--- config.mk ---
export PLATFORM = sky130hd
export DESIGN_NAME = hinge_embedding_loss_core_flat
export DESIGN_NICKNAME = d
export VERILOG_FILES = /design/src/rtl/hel_pkg.sv /design/src/rtl/hel_in_if.sv /design/src/rtl/hel_out_if.sv /design/src/rtl/hinge_embedding_loss_core.sv /design/src/rtl/hel_front.sv /design/src/rtl/hel_fifo.sv /design/src/rtl/hel_back.sv /design/src/flat_wrapper.sv
export VERILOG_INCLUDE_DIRS = /design/src /design/src/rtl
export SDC_FILE = /design/constraint.sdc
export NUM_CORES = 1
export LEC_CHECK = 0
export CAP_MARGIN = 20
export CORE_UTILIZATION = 30
export CTS_CLUSTER_SIZE = 12
export DETAILED_ROUTE_END_ITERATION = 8
export DONT_BUFFER_PORTS = 1
export REMOVE_ABC_BUFFERS = 1
export SLEW_MARGIN = 15
export SYNTH_ARGS = -nofsm -noshare
export SYNTH_HDL_FRONTEND = slang
export SYNTH_SLANG_ARGS = --single-unit
--- constraint.sdc ---
create_clock -name clk_i -period 18.5 [get_ports clk_i]
set_input_delay 0 -clock clk_i [delete_from_list [all_inputs] [get_ports clk_i]]
set_output_delay 0 -clock clk_i [all_outputs]
set_load 0.05 [all_outputs]
--- src/rtl/assert_macros.svh ---
// Assertion helpers shared by the RTL files.
`ifndef ASSERT_MACROS_SVH
`define ASSERT_MACROS_SVH
`ifndef NO_ASSERTIONS
`define HEL_ASSERT(label, clk, rst_n, prop) \
  label: assert property (@(posedge clk) disable iff (!rst_n) prop) \
    else $error("assertion failed: property violated");
`define HEL_ASSERT_NEVER(label, clk, rst_n, cond) \
  label: assert property (@(posedge clk) disable iff (!rst_n) !(cond)) \
    else $error("assertion failed: forbidden condition seen");
`else
`define HEL_ASSERT(label, clk, rst_n, prop)
`define HEL_ASSERT_NEVER(label, clk, rst_n, cond)
`endif
`endif

--- src/rtl/hel_pkg.sv ---
`timescale 1ns / 1ps
`default_nettype none

package hel_pkg;

  // Field and datapath widths
  localparam int unsigned SampleW  = 16;
  localparam int unsigned LossW    = 18;  // element loss spans -2^15 .. 2^16-1
  localparam int unsigned AccW     = 40;
  localparam int unsigned CntW     = 25;
  localparam int unsigned MaxElements = 16777216;

  // Queue between front and back
  localparam int unsigned FifoDepth = 4;
  localparam int unsigned FifoPtrW  = $clog2(FifoDepth);
  localparam int unsigned FifoCntW  = $clog2(FifoDepth + 1);

  // Divider step counter
  localparam int unsigned DivStepW = $clog2(AccW);

  // Configuration port
  localparam int unsigned CfgIdxW  = 1;
  localparam int unsigned CfgDataW = 16;
  localparam logic [CfgIdxW-1:0] REG_MARGIN = 1'd0;
  localparam logic [CfgIdxW-1:0] REG_MODE   = 1'd1;

  // Reduction modes (code 3 acts as sum)
  localparam logic [1:0] MODE_NONE = 2'd0;
  localparam logic [1:0] MODE_MEAN = 2'd1;
  localparam logic [1:0] MODE_SUM  = 2'd2;

  localparam logic signed [SampleW-1:0] TargetPos   = 16'sd256;
  localparam logic signed [SampleW-1:0] TargetNeg   = -16'sd256;
  localparam logic signed [SampleW-1:0] MarginReset = 16'sd256;

  // What the back end does with a queued element
  typedef enum logic [1:0] {
    KIND_ELEM,
    KIND_ACC,
    KIND_SUM_LAST,
    KIND_MEAN_LAST
  } hel_kind_e;

  typedef struct packed {
    hel_kind_e               kind;
    logic                    last;
    logic signed [LossW-1:0] loss;
  } hel_op_t;

  typedef struct packed {
    logic full;
    logic empty;
  } hel_fifo_st_t;

  typedef enum logic [1:0] {
    ST_RUN,
    ST_DIV,
    ST_EMIT
  } hel_state_e;

endpackage

`default_nettype wire

--- src/rtl/hel_in_if.sv ---
`timescale 1ns / 1ps
`default_nettype none

interface hel_in_if;
  logic                                 valid;
  logic                                 ready;
  logic signed [hel_pkg::SampleW-1:0]   sample;
  logic signed [hel_pkg::SampleW-1:0]   target_value;
  logic                                 last_element;

  modport source (output valid, output sample, output target_value, output last_element,
                  input ready);
  modport sink (input valid, input sample, input target_value, input last_element,
                output ready);
endinterface

`default_nettype wire

--- src/rtl/hel_out_if.sv ---
`timescale 1ns / 1ps
`default_nettype none

interface hel_out_if;
  logic                              valid;
  logic                              ready;
  logic signed [hel_pkg::AccW-1:0]   loss_out;
  logic                              final_result;

  modport source (output valid, output loss_out, output final_result, input ready);
  modport sink (input valid, input loss_out, input final_result, output ready);
endinterface

`default_nettype wire

--- src/rtl/hinge_embedding_loss_core.sv ---
// Hinge embedding loss with none / mean / sum reduction, signed Q8.8.
// Input channel in_ch carries sample, target_value and last_element; an
// element transfers when valid and ready are both high. Output channel
// out_ch carries loss_out (40-bit Q32.8) and final_result.
// Configuration: cfg_we_i writes cfg_data_i into register cfg_idx_i
// (0 margin, 1 reduction mode) at the clock edge; write only while idle.
// Throughput: one element per cycle while the queue has room. A mean result
// waits for the one-bit-per-cycle restoring divider to run over the 40-bit
// sum after its last element; input keeps flowing into the 4-entry queue meanwhile.
// An element passes the queue entry and the output register before
// out_ch.valid rises; a mean result also passes the ST_DIV and ST_EMIT states.
// Reset (rst_ni low, asynchronous): margin 1.0, mode mean, sum and count
// cleared, queue and output register empty.
// When the receiver stalls the result holds in the output register; sum
// elements keep being consumed until a result is due, then the queue fills
// and in_ch.ready drops.
`timescale 1ns / 1ps
`default_nettype none

module hinge_embedding_loss_core (
  input  logic                          clk_i,
  input  logic                          rst_ni,
  input  logic                          cfg_we_i,
  input  logic [hel_pkg::CfgIdxW-1:0]   cfg_idx_i,
  input  logic [hel_pkg::CfgDataW-1:0]  cfg_data_i,
  hel_in_if.sink                        in_ch,
  hel_out_if.source                     out_ch
);

  logic                  push, pop;
  hel_pkg::hel_op_t      op_in, op_head;
  hel_pkg::hel_fifo_st_t fifo_st;

  hel_front u_front (
    .clk_i     (clk_i),
    .rst_ni    (rst_ni),
    .cfg_we_i  (cfg_we_i),
    .cfg_idx_i (cfg_idx_i),
    .cfg_data_i(cfg_data_i),
    .in_ch     (in_ch),
    .fifo_st_i (fifo_st),
    .push_o    (push),
    .op_o      (op_in)
  );

  hel_fifo u_fifo (
    .clk_i (clk_i),
    .rst_ni(rst_ni),
    .push_i(push),
    .op_i  (op_in),
    .pop_i (pop),
    .op_o  (op_head),
    .st_o  (fifo_st)
  );

  hel_back u_back (
    .clk_i    (clk_i),
    .rst_ni   (rst_ni),
    .fifo_st_i(fifo_st),
    .op_i     (op_head),
    .pop_o    (pop),
    .out_ch   (out_ch)
  );

endmodule

`default_nettype wire

--- src/rtl/hel_front.sv ---
`timescale 1ns / 1ps
`default_nettype none

// Front end: holds configuration, computes the element loss and tags each
// element with the action the back end has to take.
module hel_front (
  input  logic                          clk_i,
  input  logic                          rst_ni,
  input  logic                          cfg_we_i,
  input  logic [hel_pkg::CfgIdxW-1:0]   cfg_idx_i,
  input  logic [hel_pkg::CfgDataW-1:0]  cfg_data_i,
  hel_in_if.sink                        in_ch,
  input  hel_pkg::hel_fifo_st_t         fifo_st_i,
  output logic                          push_o,
  output hel_pkg::hel_op_t              op_o
);

  logic signed [hel_pkg::SampleW-1:0] margin_q, margin_d;
  logic [1:0]                         mode_q, mode_d;
  logic signed [hel_pkg::LossW-1:0]   smp_x, mrg_x, diff, loss;
  hel_pkg::hel_kind_e                 kind;

  // Configuration writes
  always_comb begin
    margin_d = margin_q;
    mode_d   = mode_q;
    if (cfg_we_i) begin
      unique case (cfg_idx_i)
        hel_pkg::REG_MARGIN: margin_d = cfg_data_i;
        hel_pkg::REG_MODE:   mode_d   = cfg_data_i[1:0];
        default: ;
      endcase
    end
  end

  always_ff @(posedge clk_i or negedge rst_ni) begin
    if (!rst_ni) begin
      margin_q <= hel_pkg::MarginReset;
      mode_q   <= hel_pkg::MODE_MEAN;
    end else begin
      margin_q <= margin_d;
      mode_q   <= mode_d;
    end
  end

  // Element loss
  assign smp_x = hel_pkg::LossW'(in_ch.sample);
  assign mrg_x = hel_pkg::LossW'(margin_q);
  assign diff  = mrg_x - smp_x;

  always_comb begin
    if (in_ch.target_value == hel_pkg::TargetPos) begin
      loss = smp_x;
    end else if (in_ch.target_value == hel_pkg::TargetNeg) begin
      loss = diff[hel_pkg::LossW-1] ? '0 : diff;
    end else begin
      loss = (smp_x > mrg_x) ? smp_x : mrg_x;
    end
  end

  // Classify by mode and last marker
  always_comb begin
    case (mode_q)
      hel_pkg::MODE_NONE: kind = hel_pkg::KIND_ELEM;
      hel_pkg::MODE_MEAN: kind = in_ch.last_element ? hel_pkg::KIND_MEAN_LAST
                                                    : hel_pkg::KIND_ACC;
      default:            kind = in_ch.last_element ? hel_pkg::KIND_SUM_LAST
                                                    : hel_pkg::KIND_ACC;
    endcase
  end

  assign in_ch.ready = !fifo_st_i.full;
  assign push_o      = in_ch.valid && !fifo_st_i.full;
  assign op_o.kind   = kind;
  assign op_o.last   = in_ch.last_element;
  assign op_o.loss   = loss;

endmodule

`default_nettype wire

--- src/rtl/hel_fifo.sv ---
`timescale 1ns / 1ps
`default_nettype none
`include "assert_macros.svh"

// Short queue of tagged elements between front and back end.
module hel_fifo (
  input  logic                   clk_i,
  input  logic                   rst_ni,
  input  logic                   push_i,
  input  hel_pkg::hel_op_t       op_i,
  input  logic                   pop_i,
  output hel_pkg::hel_op_t       op_o,
  output hel_pkg::hel_fifo_st_t  st_o
);

  localparam logic [hel_pkg::FifoCntW-1:0] Full    = hel_pkg::FifoCntW'(hel_pkg::FifoDepth);
  localparam logic [hel_pkg::FifoPtrW-1:0] LastPtr =
    hel_pkg::FifoPtrW'(hel_pkg::FifoDepth - 1);

  hel_pkg::hel_op_t                mem_q [hel_pkg::FifoDepth];
  logic [hel_pkg::FifoPtrW-1:0]    wr_q, wr_d, rd_q, rd_d;
  logic [hel_pkg::FifoCntW-1:0]    cnt_q, cnt_d;

  // Pointer and fill update
  always_comb begin
    wr_d  = wr_q;
    rd_d  = rd_q;
    cnt_d = cnt_q;
    if (push_i) begin
      wr_d = (wr_q == LastPtr) ? '0 : wr_q + 1'b1;
    end
    if (pop_i) begin
      rd_d = (rd_q == LastPtr) ? '0 : rd_q + 1'b1;
    end
    if (push_i && !pop_i) begin
      cnt_d = cnt_q + 1'b1;
    end else if (pop_i && !push_i) begin
      cnt_d = cnt_q - 1'b1;
    end
  end

  always_ff @(posedge clk_i or negedge rst_ni) begin
    if (!rst_ni) begin
      wr_q  <= '0;
      rd_q  <= '0;
      cnt_q <= '0;
    end else begin
      wr_q  <= wr_d;
      rd_q  <= rd_d;
      cnt_q <= cnt_d;
    end
  end

  // Storage
  always_ff @(posedge clk_i) begin
    if (push_i) begin
      mem_q[wr_q] <= op_i;
    end
  end

  assign op_o     = mem_q[rd_q];
  assign st_o.full  = (cnt_q == Full);
  assign st_o.empty = (cnt_q == '0);

  `HEL_ASSERT_NEVER(a_fifo_overfill, clk_i, rst_ni, cnt_q > Full)
  `HEL_ASSERT(a_fifo_pop_nonempty, clk_i, rst_ni, pop_i |-> (cnt_q != '0))

endmodule

`default_nettype wire

--- src/rtl/hel_back.sv ---
`timescale 1ns / 1ps
`default_nettype none
`include "assert_macros.svh"

// Back end: saturating accumulate, element count, one-bit-per-cycle
// restoring divider for the mean, and the output register.
module hel_back (
  input  logic                   clk_i,
  input  logic                   rst_ni,
  input  hel_pkg::hel_fifo_st_t  fifo_st_i,
  input  hel_pkg::hel_op_t       op_i,
  output logic                   pop_o,
  hel_out_if.source              out_ch
);

  localparam int unsigned AccW = hel_pkg::AccW;
  localparam int unsigned CntW = hel_pkg::CntW;
  localparam logic [CntW-1:0] CntMax = CntW'(hel_pkg::MaxElements);
  localparam logic [hel_pkg::DivStepW-1:0] StepLast = hel_pkg::DivStepW'(AccW - 1);
  localparam logic signed [AccW-1:0] AccMax = {1'b0, {(AccW-1){1'b1}}};
  localparam logic signed [AccW-1:0] AccMin = {1'b1, {(AccW-1){1'b0}}};

  hel_pkg::hel_state_e state_q, state_d;

  logic signed [AccW-1:0]        acc_q, acc_d;
  logic [CntW-1:0]               cnt_q, cnt_d;
  logic [CntW-1:0]               rem_q, rem_d;
  logic [AccW-1:0]               quo_q, quo_d;
  logic [CntW-1:0]               div_q, div_d;
  logic                          neg_q, neg_d;
  logic [hel_pkg::DivStepW-1:0]  step_q, step_d;
  logic                          out_valid_q, out_valid_d;
  logic signed [AccW-1:0]        out_loss_q, out_loss_d;
  logic                          out_final_q, out_final_d;

  logic                          out_free, div_run, emit_go, mean_pop;
  logic signed [AccW:0]          sum_wide;
  logic signed [AccW-1:0]        acc_sat;
  logic [CntW-1:0]               cnt_inc;
  logic [CntW:0]                 rem_sh;
  logic [CntW+1:0]               rem_diff;

  assign out_free = !out_valid_q || out_ch.ready;
  assign mean_pop = pop_o && (op_i.kind == hel_pkg::KIND_MEAN_LAST);

  // Next state
  always_comb begin
    state_d = state_q;
    unique case (state_q)
      hel_pkg::ST_RUN: begin
        if (mean_pop) begin
          state_d = hel_pkg::ST_DIV;
        end
      end
      hel_pkg::ST_DIV: begin
        if (step_q == StepLast) begin
          state_d = hel_pkg::ST_EMIT;
        end
      end
      hel_pkg::ST_EMIT: begin
        if (out_free) begin
          state_d = hel_pkg::ST_RUN;
        end
      end
      default: state_d = hel_pkg::ST_RUN;
    endcase
  end

  // State machine outputs; accumulate-only items need no output slot
  always_comb begin
    pop_o   = 1'b0;
    div_run = 1'b0;
    emit_go = 1'b0;
    unique case (state_q)
      hel_pkg::ST_RUN:  pop_o = !fifo_st_i.empty &&
                                (out_free || (op_i.kind == hel_pkg::KIND_ACC));
      hel_pkg::ST_DIV:  div_run = 1'b1;
      hel_pkg::ST_EMIT: emit_go = out_free;
      default: ;
    endcase
  end

  // Saturating add and saturating count
  assign sum_wide = {acc_q[AccW-1], acc_q} + (AccW+1)'(op_i.loss);
  always_comb begin
    if (sum_wide[AccW] != sum_wide[AccW-1]) begin
      acc_sat = sum_wide[AccW] ? AccMin : AccMax;
    end else begin
      acc_sat = sum_wide[AccW-1:0];
    end
  end
  assign cnt_inc = (cnt_q < CntMax) ? cnt_q + 1'b1 : cnt_q;

  // Restoring divider step
  assign rem_sh   = {rem_q, quo_q[AccW-1]};
  assign rem_diff = {1'b0, rem_sh} - {2'b00, div_q};

  // Datapath
  always_comb begin
    acc_d       = acc_q;
    cnt_d       = cnt_q;
    rem_d       = rem_q;
    quo_d       = quo_q;
    div_d       = div_q;
    neg_d       = neg_q;
    step_d      = step_q;
    out_valid_d = out_valid_q && !out_ch.ready;
    out_loss_d  = out_loss_q;
    out_final_d = out_final_q;

    if (pop_o) begin
      case (op_i.kind)
        hel_pkg::KIND_ELEM: begin
          out_valid_d = 1'b1;
          out_loss_d  = AccW'(op_i.loss);
          out_final_d = op_i.last;
        end
        hel_pkg::KIND_ACC: begin
          acc_d = acc_sat;
          cnt_d = cnt_inc;
        end
        hel_pkg::KIND_SUM_LAST: begin
          out_valid_d = 1'b1;
          out_loss_d  = acc_sat;
          out_final_d = 1'b1;
          acc_d       = '0;
          cnt_d       = '0;
        end
        default: begin
          // mean: divide magnitude, fix sign at the end
          acc_d  = '0;
          cnt_d  = '0;
          neg_d  = acc_sat[AccW-1];
          quo_d  = acc_sat[AccW-1] ? -acc_sat : acc_sat;
          div_d  = cnt_inc;
          rem_d  = '0;
          step_d = '0;
        end
      endcase
    end

    if (div_run) begin
      step_d = step_q + 1'b1;
      if (!rem_diff[CntW+1]) begin
        rem_d = rem_diff[CntW-1:0];
        quo_d = {quo_q[AccW-2:0], 1'b1};
      end else begin
        rem_d = rem_sh[CntW-1:0];
        quo_d = {quo_q[AccW-2:0], 1'b0};
      end
    end

    if (emit_go) begin
      out_valid_d = 1'b1;
      out_loss_d  = neg_q ? -quo_q : quo_q;
      out_final_d = 1'b1;
    end
  end

  // Control state
  always_ff @(posedge clk_i or negedge rst_ni) begin
    if (!rst_ni) begin
      state_q     <= hel_pkg::ST_RUN;
      acc_q       <= '0;
      cnt_q       <= '0;
      step_q      <= '0;
      out_valid_q <= 1'b0;
    end else begin
      state_q     <= state_d;
      acc_q       <= acc_d;
      cnt_q       <= cnt_d;
      step_q      <= step_d;
      out_valid_q <= out_valid_d;
    end
  end

  // Payload
  always_ff @(posedge clk_i) begin
    rem_q       <= rem_d;
    quo_q       <= quo_d;
    div_q       <= div_d;
    neg_q       <= neg_d;
    out_loss_q  <= out_loss_d;
    out_final_q <= out_final_d;
  end

  assign out_ch.valid        = out_valid_q;
  assign out_ch.loss_out     = out_loss_q;
  assign out_ch.final_result = out_final_q;

  `HEL_ASSERT(a_div_nonzero, clk_i, rst_ni, (state_q == hel_pkg::ST_DIV) |-> (div_q != '0))
  `HEL_ASSERT_NEVER(a_cnt_range, clk_i, rst_ni, cnt_q > CntMax)
  `HEL_ASSERT(a_mean_start, clk_i, rst_ni, mean_pop |=> (state_q == hel_pkg::ST_DIV))

endmodule

`default_nettype wire
--- src/flat_wrapper.sv ---
// flat-port wrapper written by rule: the top's interface ports become plain ports
module hinge_embedding_loss_core_flat 
  (clk_i, rst_ni, cfg_we_i, cfg_idx_i, cfg_data_i, in_ch_valid, in_ch_sample, in_ch_target_value, in_ch_last_element, in_ch_ready, out_ch_valid, out_ch_loss_out, out_ch_final_result, out_ch_ready);
  hel_in_if in_ch_i ();
  hel_out_if out_ch_i ();
  input  logic clk_i;
  input  logic rst_ni;
  input  logic cfg_we_i;
  input  logic [hel_pkg::CfgIdxW-1:0] cfg_idx_i;
  input  logic [hel_pkg::CfgDataW-1:0] cfg_data_i;
  input wire logic [$bits(in_ch_i.valid)-1:0] in_ch_valid;
  input wire logic [$bits(in_ch_i.sample)-1:0] in_ch_sample;
  input wire logic [$bits(in_ch_i.target_value)-1:0] in_ch_target_value;
  input wire logic [$bits(in_ch_i.last_element)-1:0] in_ch_last_element;
  output wire logic [$bits(in_ch_i.ready)-1:0] in_ch_ready;
  output wire logic [$bits(out_ch_i.valid)-1:0] out_ch_valid;
  output wire logic [$bits(out_ch_i.loss_out)-1:0] out_ch_loss_out;
  output wire logic [$bits(out_ch_i.final_result)-1:0] out_ch_final_result;
  input wire logic [$bits(out_ch_i.ready)-1:0] out_ch_ready;
  assign in_ch_i.valid = in_ch_valid;
  assign in_ch_i.sample = in_ch_sample;
  assign in_ch_i.target_value = in_ch_target_value;
  assign in_ch_i.last_element = in_ch_last_element;
  assign in_ch_ready = in_ch_i.ready;
  assign out_ch_valid = out_ch_i.valid;
  assign out_ch_loss_out = out_ch_i.loss_out;
  assign out_ch_final_result = out_ch_i.final_result;
  assign out_ch_i.ready = out_ch_ready;
  hinge_embedding_loss_core u_core (.clk_i(clk_i), .rst_ni(rst_ni), .cfg_we_i(cfg_we_i), .cfg_idx_i(cfg_idx_i), .cfg_data_i(cfg_data_i), .in_ch(in_ch_i), .out_ch(out_ch_i));
endmodule
==> metrics.cfg, run 1 <==
[final_layout]
fill_cells = 6552
utilization = 0.344
final_nets = 2138
layout-drive-gt1-share = 0.0828
multi_input_area_sq_um = 10200
seqCellArea_sq_um = 8840
antenna_cells = 0
area_growth_pct = 12.8

[drt]
ant_nets = 0
wl_um = 54900
wl_per_cell_um = 19.1
drc = 0
drt-initial-drc-count = 1100
vias_per_cell = 5.35
vias = 15370
drt_first_pass_iters = 8

[run_status]
status = finished with violations
failed_checks = negative hold slack

[synthesis]
synthCells = 1977
synthDistinctLibCells = 92
ys_top_cells_by_count = edfxtp_1 (211), o21ai_0 (187), nand2_1 (185), nor2_1 (148), a21oi_1 (120)
yosys_warnings = 0
synth_area_leaders = edfxtp_1 (32%), dfrtp_1 (12%), ha_1 (6.0%)
yosysSeqAreaShare = 0.448
synth_area_per_cell_sq_um = 9.97
post-synth-top-count-cell = edfxtp_1
synth_edf_count = 211
syn_area_sq_um = 19700
synthArstFlopShare = 0.318
synth_top_area_frac = 0.322
synth-main-ff-cell = edfxtp_1
yosys.area.top_type = edfxtp_1
yosys_register_bits = 311

[sta]
holdWs_ns = -0.0506
hold_viol = 8
setup_violations = 0
rsz0062_at_grt = false
drv_slew = 0
period_needed_ns = 8.67
skew_ns = 0.0143
fmax_mhz = 115
fin_crit_sh = 0.468
maxSlewHeadroom = 0.283
tns_ns = 0
worstMarginPinSlew_ns = 1.08

[floorplan]
core_sq_um = 64700
initial_core_util = 0.305
io_pins = 98
dieArea_sq_um = 66700
fp.dieW_um = 258
std_cell_rows = 93
fp.dieH_um = 258

[global_route]
grt_pass1_vias = 15037
grt_start_max_net_pins = 100
grt_pass1_wl_um = 85800
grt.total_usage = 0.162
grt-ovfl-total = 0
grt_antenna_before_repair = 0

[setup_path]
cp-start-kind = flip-flop
path_cells = mux4_2 -> ha_1 -> nand4_1 -> nor4_1 -> nand3_1 -> and3_2 -> a31oi_1 -> a221oi_1 -> o21ba_2 -> o21bai_1 -> a21oi_1 -> xnor2_1 -> ha_1 -> buf_4 -> inv_1 -> a21oi_1 -> ha_1 -> nand3_1 -> nor4_4 -> nand3_2 -> nor4_2 -> or3b_1 -> a21oi_1 -> o31ai_2
r2r_start = u_core.u_fifo.rd_q[1]
cp-end-kind = flip-flop
r2r_setup_slack_ns = 9.83
critPathLaunch = u_core.u_fifo.rd_q[1]
cp.required_ns = 18.78
rr_worst_depth = 24
path_class = flip-flop to flip-flop
reg2reg_to = u_core.u_back.quo_q[38]
cpPeakStageDelay_ns = 0.97
arrival_ns = 8.95
cpMaxStageDelayCell = dfrtp_1
cp_max_fo = 59

[cts]
clock_latency_ns = 0.56
cts_setup_buffers = 0
cts_sinks = 311
cts_tree = done
holdBufCountCts = 46
cts_buffer_depth = 3
htreeDepth = 2
clkTransAtPathRegs_ns = 0.06
cts-root-buf = clkbuf_16
numCtsBuffers = 39
ctsResizeCount = 0

[worst_hold_path]
min_path_type = input port to async pin

[placement]
io_buffers = 0
dp.final_hpwl_um = 38700
gp_congestion = 0.908

[job]
cap_viol_max_count = 0

cell families (layout without fill, tap and decap cells):
kind of cell,after synthesis,in the layout,synth area share
buf+inv,189,228,0.0384
fa+ha+maj,98,98,0.0638
flops,311,311,0.448
mux,83,83,0.0567
compound gates,580,580,0.189
simple gates,573,573,0.140
xor+xnor,143,143,0.0636
per-stage QoR:
| step | cell area [sq um] | hold WS, ns | instances | setup WS, ns |
|---|---|---|---|---|
| CTS | 22200 | 0.00529 | 2870 | 9.82 |
| detailed placement | 20500 | -0.291 | 2752 | 9.85 |
| global route | 22200 | 0.0269 | 2871 | 9.17 |
| finish | 22200 | -0.0506 | 2871 | 9.83 |
| floorplan | 19300 | -0.296 | 1882 | 10.39 |
| global placement | 20500 | -0.291 | 2752 | 9.94 |
layout by cell type (no fill, tap or decap), types with 15 or more instances in the layout:
cell type	instances
nor2b_1	22
xor2_1	66
nand3_1	45
o211ai_1	35
ha_1	94
dfrtp_1	97
a21o_1	31
inv_1	93
o21ai_0	185
clkbuf_16	39
or3_1	21
a21oi_1	120
buf_4	15
mux2_2	25
nand2_1	184
xnor2_1	77
a211oi_1	17
o31ai_1	30
mux2i_1	37
and3_1	22
nor2_1	146
nor3_1	30
edfxtp_1	211
a22o_1	44
dlygate4sd3_1	45
a22oi_1	16
mux4_2	20
sequential cells by signal, indices dropped and copies added, names as in the netlist:
register	cells
u_core.u_back.state_q	2
u_core.u_fifo.wr_q	2
u_core.u_back.out_ch.loss_out	40
u_core.u_back.out_ch.valid	1
u_core.u_back.quo_q	40
u_core.u_back.out_ch.final_result	1
u_core.u_front.margin_q	16
u_core.u_back.rem_q	25
u_core.u_front.mode_q	2
u_core.u_back.neg_q	1
u_core.u_back.acc_q	40
u_core.u_fifo.rd_q	2
u_core.u_back.cnt_q	25
u_core.u_back.div_q	25
u_core.u_back.step_q	6
u_core.u_fifo.mem_q	80
u_core.u_fifo.cnt_q	3
final cells by class:
class                      instances  area share
tap                              855      0.0481
multi-input combinational       1477       0.457
inverter                          94      0.0159
clock buffer                      54      0.0469
sequential                       311       0.398
clock inverter                    18     0.00698
timing repair buffer              62      0.0272
worst max-delay path: cells and delay by family (launching register included):
family,cells,cell delay (ns)
XOR/XNOR,1,0.15
adder cells (fa/ha/maj),3,1.19
buffers and inverters,2,1.02
AO/OA/AOI/OAI,8,1.46
flip-flops,1,0.97
AND/OR/NAND/NOR,9,2.80
multiplexers,1,0.73
how the worst max path moves through the flow:
stage                              end  cells past startpoint  slack [ns]
2_1_floorplan  u_core.u_back.quo_q[38]                     23       10.39
3_3_place_gp   u_core.u_back.quo_q[38]                     24        9.94
3_5_place_dp   u_core.u_back.quo_q[38]                     24        9.85
4_1_cts        u_core.u_back.quo_q[38]                     24        9.82
5_1_grt        u_core.u_back.quo_q[38]                     24        9.17
6_report       u_core.u_back.quo_q[38]                     24        9.83
routing by layer:
metal  global-route usage  part of all wire  wire (um)  vias up
met4               0.0559             0.029       1580        0
li1                     -                 -          -     7334
met5                    0                 0          0        -
met2                0.262              0.46      25400      455
met3               0.0203             0.048       2660       86
met1                0.223              0.46      25300     7495
Power of run 1 is not shown: default switching activity piles up to over one toggle a cycle in this logic, so the estimate is an artifact.
==> run 2, diff against run 1 <==
==> constraint.sdc (replaced) <==
create_clock -name clk_i -period 8.5 [get_ports clk_i]
set_input_delay 0 -clock clk_i [delete_from_list [all_inputs] [get_ports clk_i]]
set_output_delay 0 -clock clk_i [all_outputs]
set_load 0.05 [all_outputs]
==> run 2 against run 1 <==
Compared with the run above:
- via count decreased by 0.24%
- register-to-register slack got worse by 9.0 ns
- sequential cell count unchanged
- the run still ends with negative hold slack left
- cell area increased by 1.2%
- clock skew grew 0.016 ns
- sequential share of layout area fell by 0.47 points
- worst hold slack improved by 0.031 ns
- critical endpoint unchanged
- count of clock-buffer cells in the layout fell by 6
- largest cell class unchanged
- non-clock buffer count up 28
- global-route usage shrank 0.055 points
- cell count increased by 0.84%
==> metrics.cfg, run 2 (same netlist as run 1, synthesis figures left out) <==
[run_status]
status = finished with violations
failed_checks = negative hold slack

[sta]
period_needed_ns = 7.68
tns_ns = 0
hold_viol = 7
holdWs_ns = -0.0200
maxSlewHeadroom = 0.304
rsz0062_at_grt = false
fmax_mhz = 130
fin_crit_sh = 0.903
setup_violations = 0
skew_ns = 0.0307
drv_slew = 0
worstMarginPinSlew_ns = 1.04

[cts]
cts_sinks = 311
cts_buffer_depth = 3
cts_tree = done
cts-root-buf = clkbuf_16
clkTransAtPathRegs_ns = 0.06
htreeDepth = 2
clock_latency_ns = 0.57
numCtsBuffers = 37
cts_setup_buffers = 0

[final_layout]
final_common_cell = edfxtp_1
largest_reg_flops = 80
fin_cells = 2895
layout_common_cells = edfxtp_1 (211), o21ai_0 (185), nand2_1 (185)
fill_cells = 6568
top_register = u_core.u_fifo.mem_q
multi_input_area_sq_um = 10200
final_nets = 2164
seqCellArea_sq_um = 8840
layout-drive-gt1-share = 0.0868
area_growth_pct = 14.2

[placement]
gp_congestion = 0.943
dp.final_hpwl_um = 39300
io_buffers = 0
place_inst = 2764

[drt]
vias_per_cell = 5.30
ant_nets = 0
drt_first_pass_iters = 5
wl_per_cell_um = 18.9
wl_um = 54700
drt-initial-drc-count = 1242
vias = 15333
drc = 0

[setup_path]
cp-start-kind = flip-flop
reg2reg_to = u_core.u_back.quo_q[38]
arrival_ns = 7.97
r2r_setup_slack_ns = 0.82
cp-end-kind = flip-flop
rr_worst_depth = 27
cp.required_ns = 8.80
critPathLaunch = u_core.u_fifo.rd_q[0]
cp_max_fo = 22
path_class = flip-flop to flip-flop
r2r_start = u_core.u_fifo.rd_q[0]

[worst_hold_path]
min_path_type = input port to async pin

[global_route]
grt_pass1_wl_um = 85800
grt-ovfl-total = 0
grt_start_max_net_pins = 100
grt_antenna_before_repair = 2
grt.total_usage = 0.161
grt_pass1_vias = 15084

[floorplan]
initial_core_util = 0.305
io_pins = 98
core_sq_um = 64700
fp.dieW_um = 258
fp.dieH_um = 258
dieArea_sq_um = 66700
std_cell_rows = 93

[job]
cap_viol_max_count = 0

-- run 2: metal layers --
metal | GRT usage | part of all wire | vias to the layer above
li1 | - | - | 7369
met1 | 0.219 | 0.46 | 7520
met2 | 0.268 | 0.47 | 382
met3 | 0.0239 | 0.047 | 62
met4 | 0.0411 | 0.022 | 0
met5 | 0 | 0 | -
-- run 2: repair_timing --
item / CTS / global route
endpoints found under the hold margin: 201 / 16
resized for setup: 0 / 0
hold buffers: 58 / 1
-- run 2: metrics by stage --
stage,worst slack [ns],util,hold slack (ns),cell area [sq um]
after floorplan,0.392,-,-0.296,19300
after global placement,0.903,0.319,-0.293,20600
after detailed placement,0.772,0.319,-0.293,20600
after CTS,0.746,0.346,0.000389,22400
after global routing,0.210,0.348,0.0219,22500
final,0.821,0.348,-0.0200,22500
-- run 2: worst max-delay path by stage --
stage	to	slack, ns
finish	u_core.u_back.quo_q[38]	0.82
global route	u_core.u_back.quo_q[38]	0.21
CTS	u_core.u_back.quo_q[38]	0.75
detailed placement	u_core.u_back.quo_q[38]	0.77
global placement	u_core.u_back.quo_q[38]	0.90
floorplan	u_core.u_back.quo_q[38]	0.39
-- run 2: critical path: stages (launching register included) --
cell	delay, ns
dfrtp_1	0.37
buf_4	0.39
mux4_2	0.58
ha_1	0.42
o21ai_1	0.17
a211oi_1	0.44
nand3_1	0.21
and3_2	0.28
a31oi_1	0.27
a221oi_1	0.12
o21ba_2	0.23
o21bai_1	0.12
a21oi_1	0.09
xnor2_1	0.19
ha_1	0.42
buf_4	0.27
o211ai_1	0.21
nor2_2	0.15
a21oi_1	0.29
ha_1	0.26
nand3_1	0.19
nor4_4	0.29
buf_4	0.19
nand3_2	0.12
nor4_2	0.45
or3b_1	0.41
a21oi_1	0.18
o31ai_2	0.09
-- run 2: cell type report --
| cell class | count | area share |
|---|---|---|
| clock inverter | 19 | 0.00873 |
| tap | 855 | 0.0476 |
| multi-input combinational | 1477 | 0.452 |
| timing repair buffer | 90 | 0.0393 |
| sequential | 311 | 0.393 |
| antenna | 1 | 0.000111 |
| inverter | 94 | 0.0157 |
| clock buffer | 48 | 0.0439 |
Power of run 2 is left out for the same reason.
==> run 3, diff against run 2 <==
--- a/config.mk
+++ b/config.mk
@@ -7,10 +7,13 @@
 export NUM_CORES = 1
 export LEC_CHECK = 0
 export CAP_MARGIN = 20
+export CELL_PAD_IN_SITES_DETAIL_PLACEMENT = 0
+export CELL_PAD_IN_SITES_GLOBAL_PLACEMENT = 1
 export CORE_UTILIZATION = 30
 export CTS_CLUSTER_SIZE = 12
 export DETAILED_ROUTE_END_ITERATION = 8
 export DONT_BUFFER_PORTS = 1
+export PLACE_DENSITY_LB_ADDON = 0.1
 export REMOVE_ABC_BUFFERS = 1
 export SLEW_MARGIN = 15
 export SYNTH_ARGS = -nofsm -noshare
==> run 3 against run 2 <==
Compared with the run above:
- the run still ends with negative hold slack left
- core utilization grew 0.058 points
- non-clock buffer count down 11
- register-to-register slack is essentially flat
- first-iteration DRC count decreased by 20%
- fmax rose by 0.15%
- count of clock-buffer cells in the layout up 5
==> metrics.cfg, run 3 (same netlist as run 1, synthesis figures left out) <==
[placement]
place_inst = 2766
gp_congestion = 0.865
pre_cts_ws_ns = 0.765
dp.final_hpwl_um = 43500
io_buffers = 0

[drt]
vias_per_cell = 5.28
ant_nets = 0
wl_per_cell_um = 21.0
drt-initial-drc-count = 998
drc = 0
drt_first_pass_iters = 5
wl_um = 60800
vias = 15268

[sta]
period_needed_ns = 7.67
setup_violations = 0
worstMarginPinSlew_ns = 1.03
fin_crit_sh = 0.902
drv_slew = 0
setup_ws_ns = 0.832
tns_ns = 0
rsz0062_at_grt = false
skew_ns = 0.0243
maxSlewHeadroom = 0.312
holdWs_ns = -0.00692
fmax_mhz = 130
hold_viol = 1

[job]
cap_viol_max_count = 0

[setup_path]
arrival_ns = 7.97
cp-end-kind = flip-flop
cp-start-kind = flip-flop
cp_max_fo = 22
path_class = flip-flop to flip-flop
cp.required_ns = 8.80

[cts]
cts_setup_buffers = 0
ctsResizeCount = 0
cts-root-buf = clkbuf_16
clock_latency_ns = 0.59
cts_sinks = 311
clkTransAtPathRegs_ns = 0.06
htreeDepth = 2
cts_tree = done
cts_buffer_depth = 3
numCtsBuffers = 41

[floorplan]
dieArea_sq_um = 66700
fp.dieH_um = 258
core_sq_um = 64700
fp.dieW_um = 258
io_pins = 98
initial_core_util = 0.305
std_cell_rows = 93

[worst_hold_path]
min_path_type = input port to async pin

[global_route]
grt.total_usage = 0.182
grt_pass1_vias = 15489
grt_start_max_net_pins = 100
grt-ovfl-total = 0
grt_pass1_wl_um = 94100
grt_antenna_before_repair = 1

[run_status]
failed_checks = negative hold slack
status = finished with violations

[final_layout]
largest_reg_flops = 80
top_register = u_core.u_fifo.mem_q
final_nets = 2157
area_growth_pct = 14.4
layout_common_cells = edfxtp_1 (211), o21ai_0 (185), nand2_1 (185)
final_common_cell = edfxtp_1
fin_cells = 2893
layout-drive-gt1-share = 0.0923

## run 3: changes by cell type in the layout (fill, tap and decap cells not counted), moves of 3 or more
cell,before,now
dlygate4sd3_1,58,48
clkbuf_16,37,41
clkinv_2,4,8
clkinv_1,7,4
## run 3: routing by layer
metal / wire [um] / track usage / share of wire / vias to the layer above
met4: 1050 / 0.0396 / 0.017 / 0
met1: 29500 / 0.255 / 0.49 / 7526
met2: 27900 / 0.296 / 0.46 / 295
met5: 0 / 0 / 0 / -
li1: - / - / - / 7380
met3: 2330 / 0.0279 / 0.038 / 67
## run 3: worst paths after layout
path | start | endpoint | slack (ns) | cells after the start
worst max-delay path | u_core.u_fifo.rd_q[0] | u_core.u_back.quo_q[38] | 0.83 | 26
worst min register to register | u_core.u_back.acc_q[34] | u_core.u_back.acc_q[34] | 0.49 | 2
worst max register to register | u_core.u_fifo.rd_q[0] | u_core.u_back.quo_q[38] | 0.83 | 26
worst min-delay path | rst_ni | u_core.u_front.margin_q[3] | -0.007 | 2
min in group clk_i | in_ch_target_value[10] | u_core.u_fifo.mem_q[3][17] | 0.02 | 3
max in group asynchronous | rst_ni | u_core.u_back.acc_q[34] | 7.97 | 2
## run 3: area by class of cell
type	count	area [sq um]
Tap cell	855	1070
Inverter	94	353
Clock inverter	23	251
Clock buffer	53	1100
Timing Repair Buffer	79	748
Fill cell	6656	42200
Sequential cell	311	8840
Multi-Input combinational cell	1477	10200
Antenna cell	1	2.50
## run 3: repair_timing
action,in CTS,in global routing
hold buffers,48,1
setup endpoints to repair,0,0
endpoints found under the hold margin,245,7
## run 3: per-stage QoR
step	util	cell area [sq um]
final	0.348	22500
after global routing	0.348	22500
after floorplan	-	19300
after global placement	0.319	20600
after detailed placement	0.319	20700
after CTS	0.348	22500
## run 3: critical path: stages, from the launching register on
cell	delay [ns]
dfrtp_1	0.36
buf_4	0.39
mux4_2	0.58
ha_1	0.39
a2111oi_2	0.41
o21ai_1	0.26
nand3_1	0.19
and3_2	0.26
a31oi_1	0.13
a221oi_1	0.29
o21ba_2	0.18
o21bai_1	0.06
a21oi_1	0.18
xnor2_1	0.16
ha_1	0.38
buf_4	0.26
o211ai_1	0.20
nor2_2	0.15
a21oi_1	0.30
ha_1	0.26
nand3_1	0.19
nor4_4	0.45
nand3_2	0.17
nor4_2	0.45
or3b_1	0.40
a21oi_1	0.18
o31ai_2	0.09
Power of run 3 is left out for the same reason.
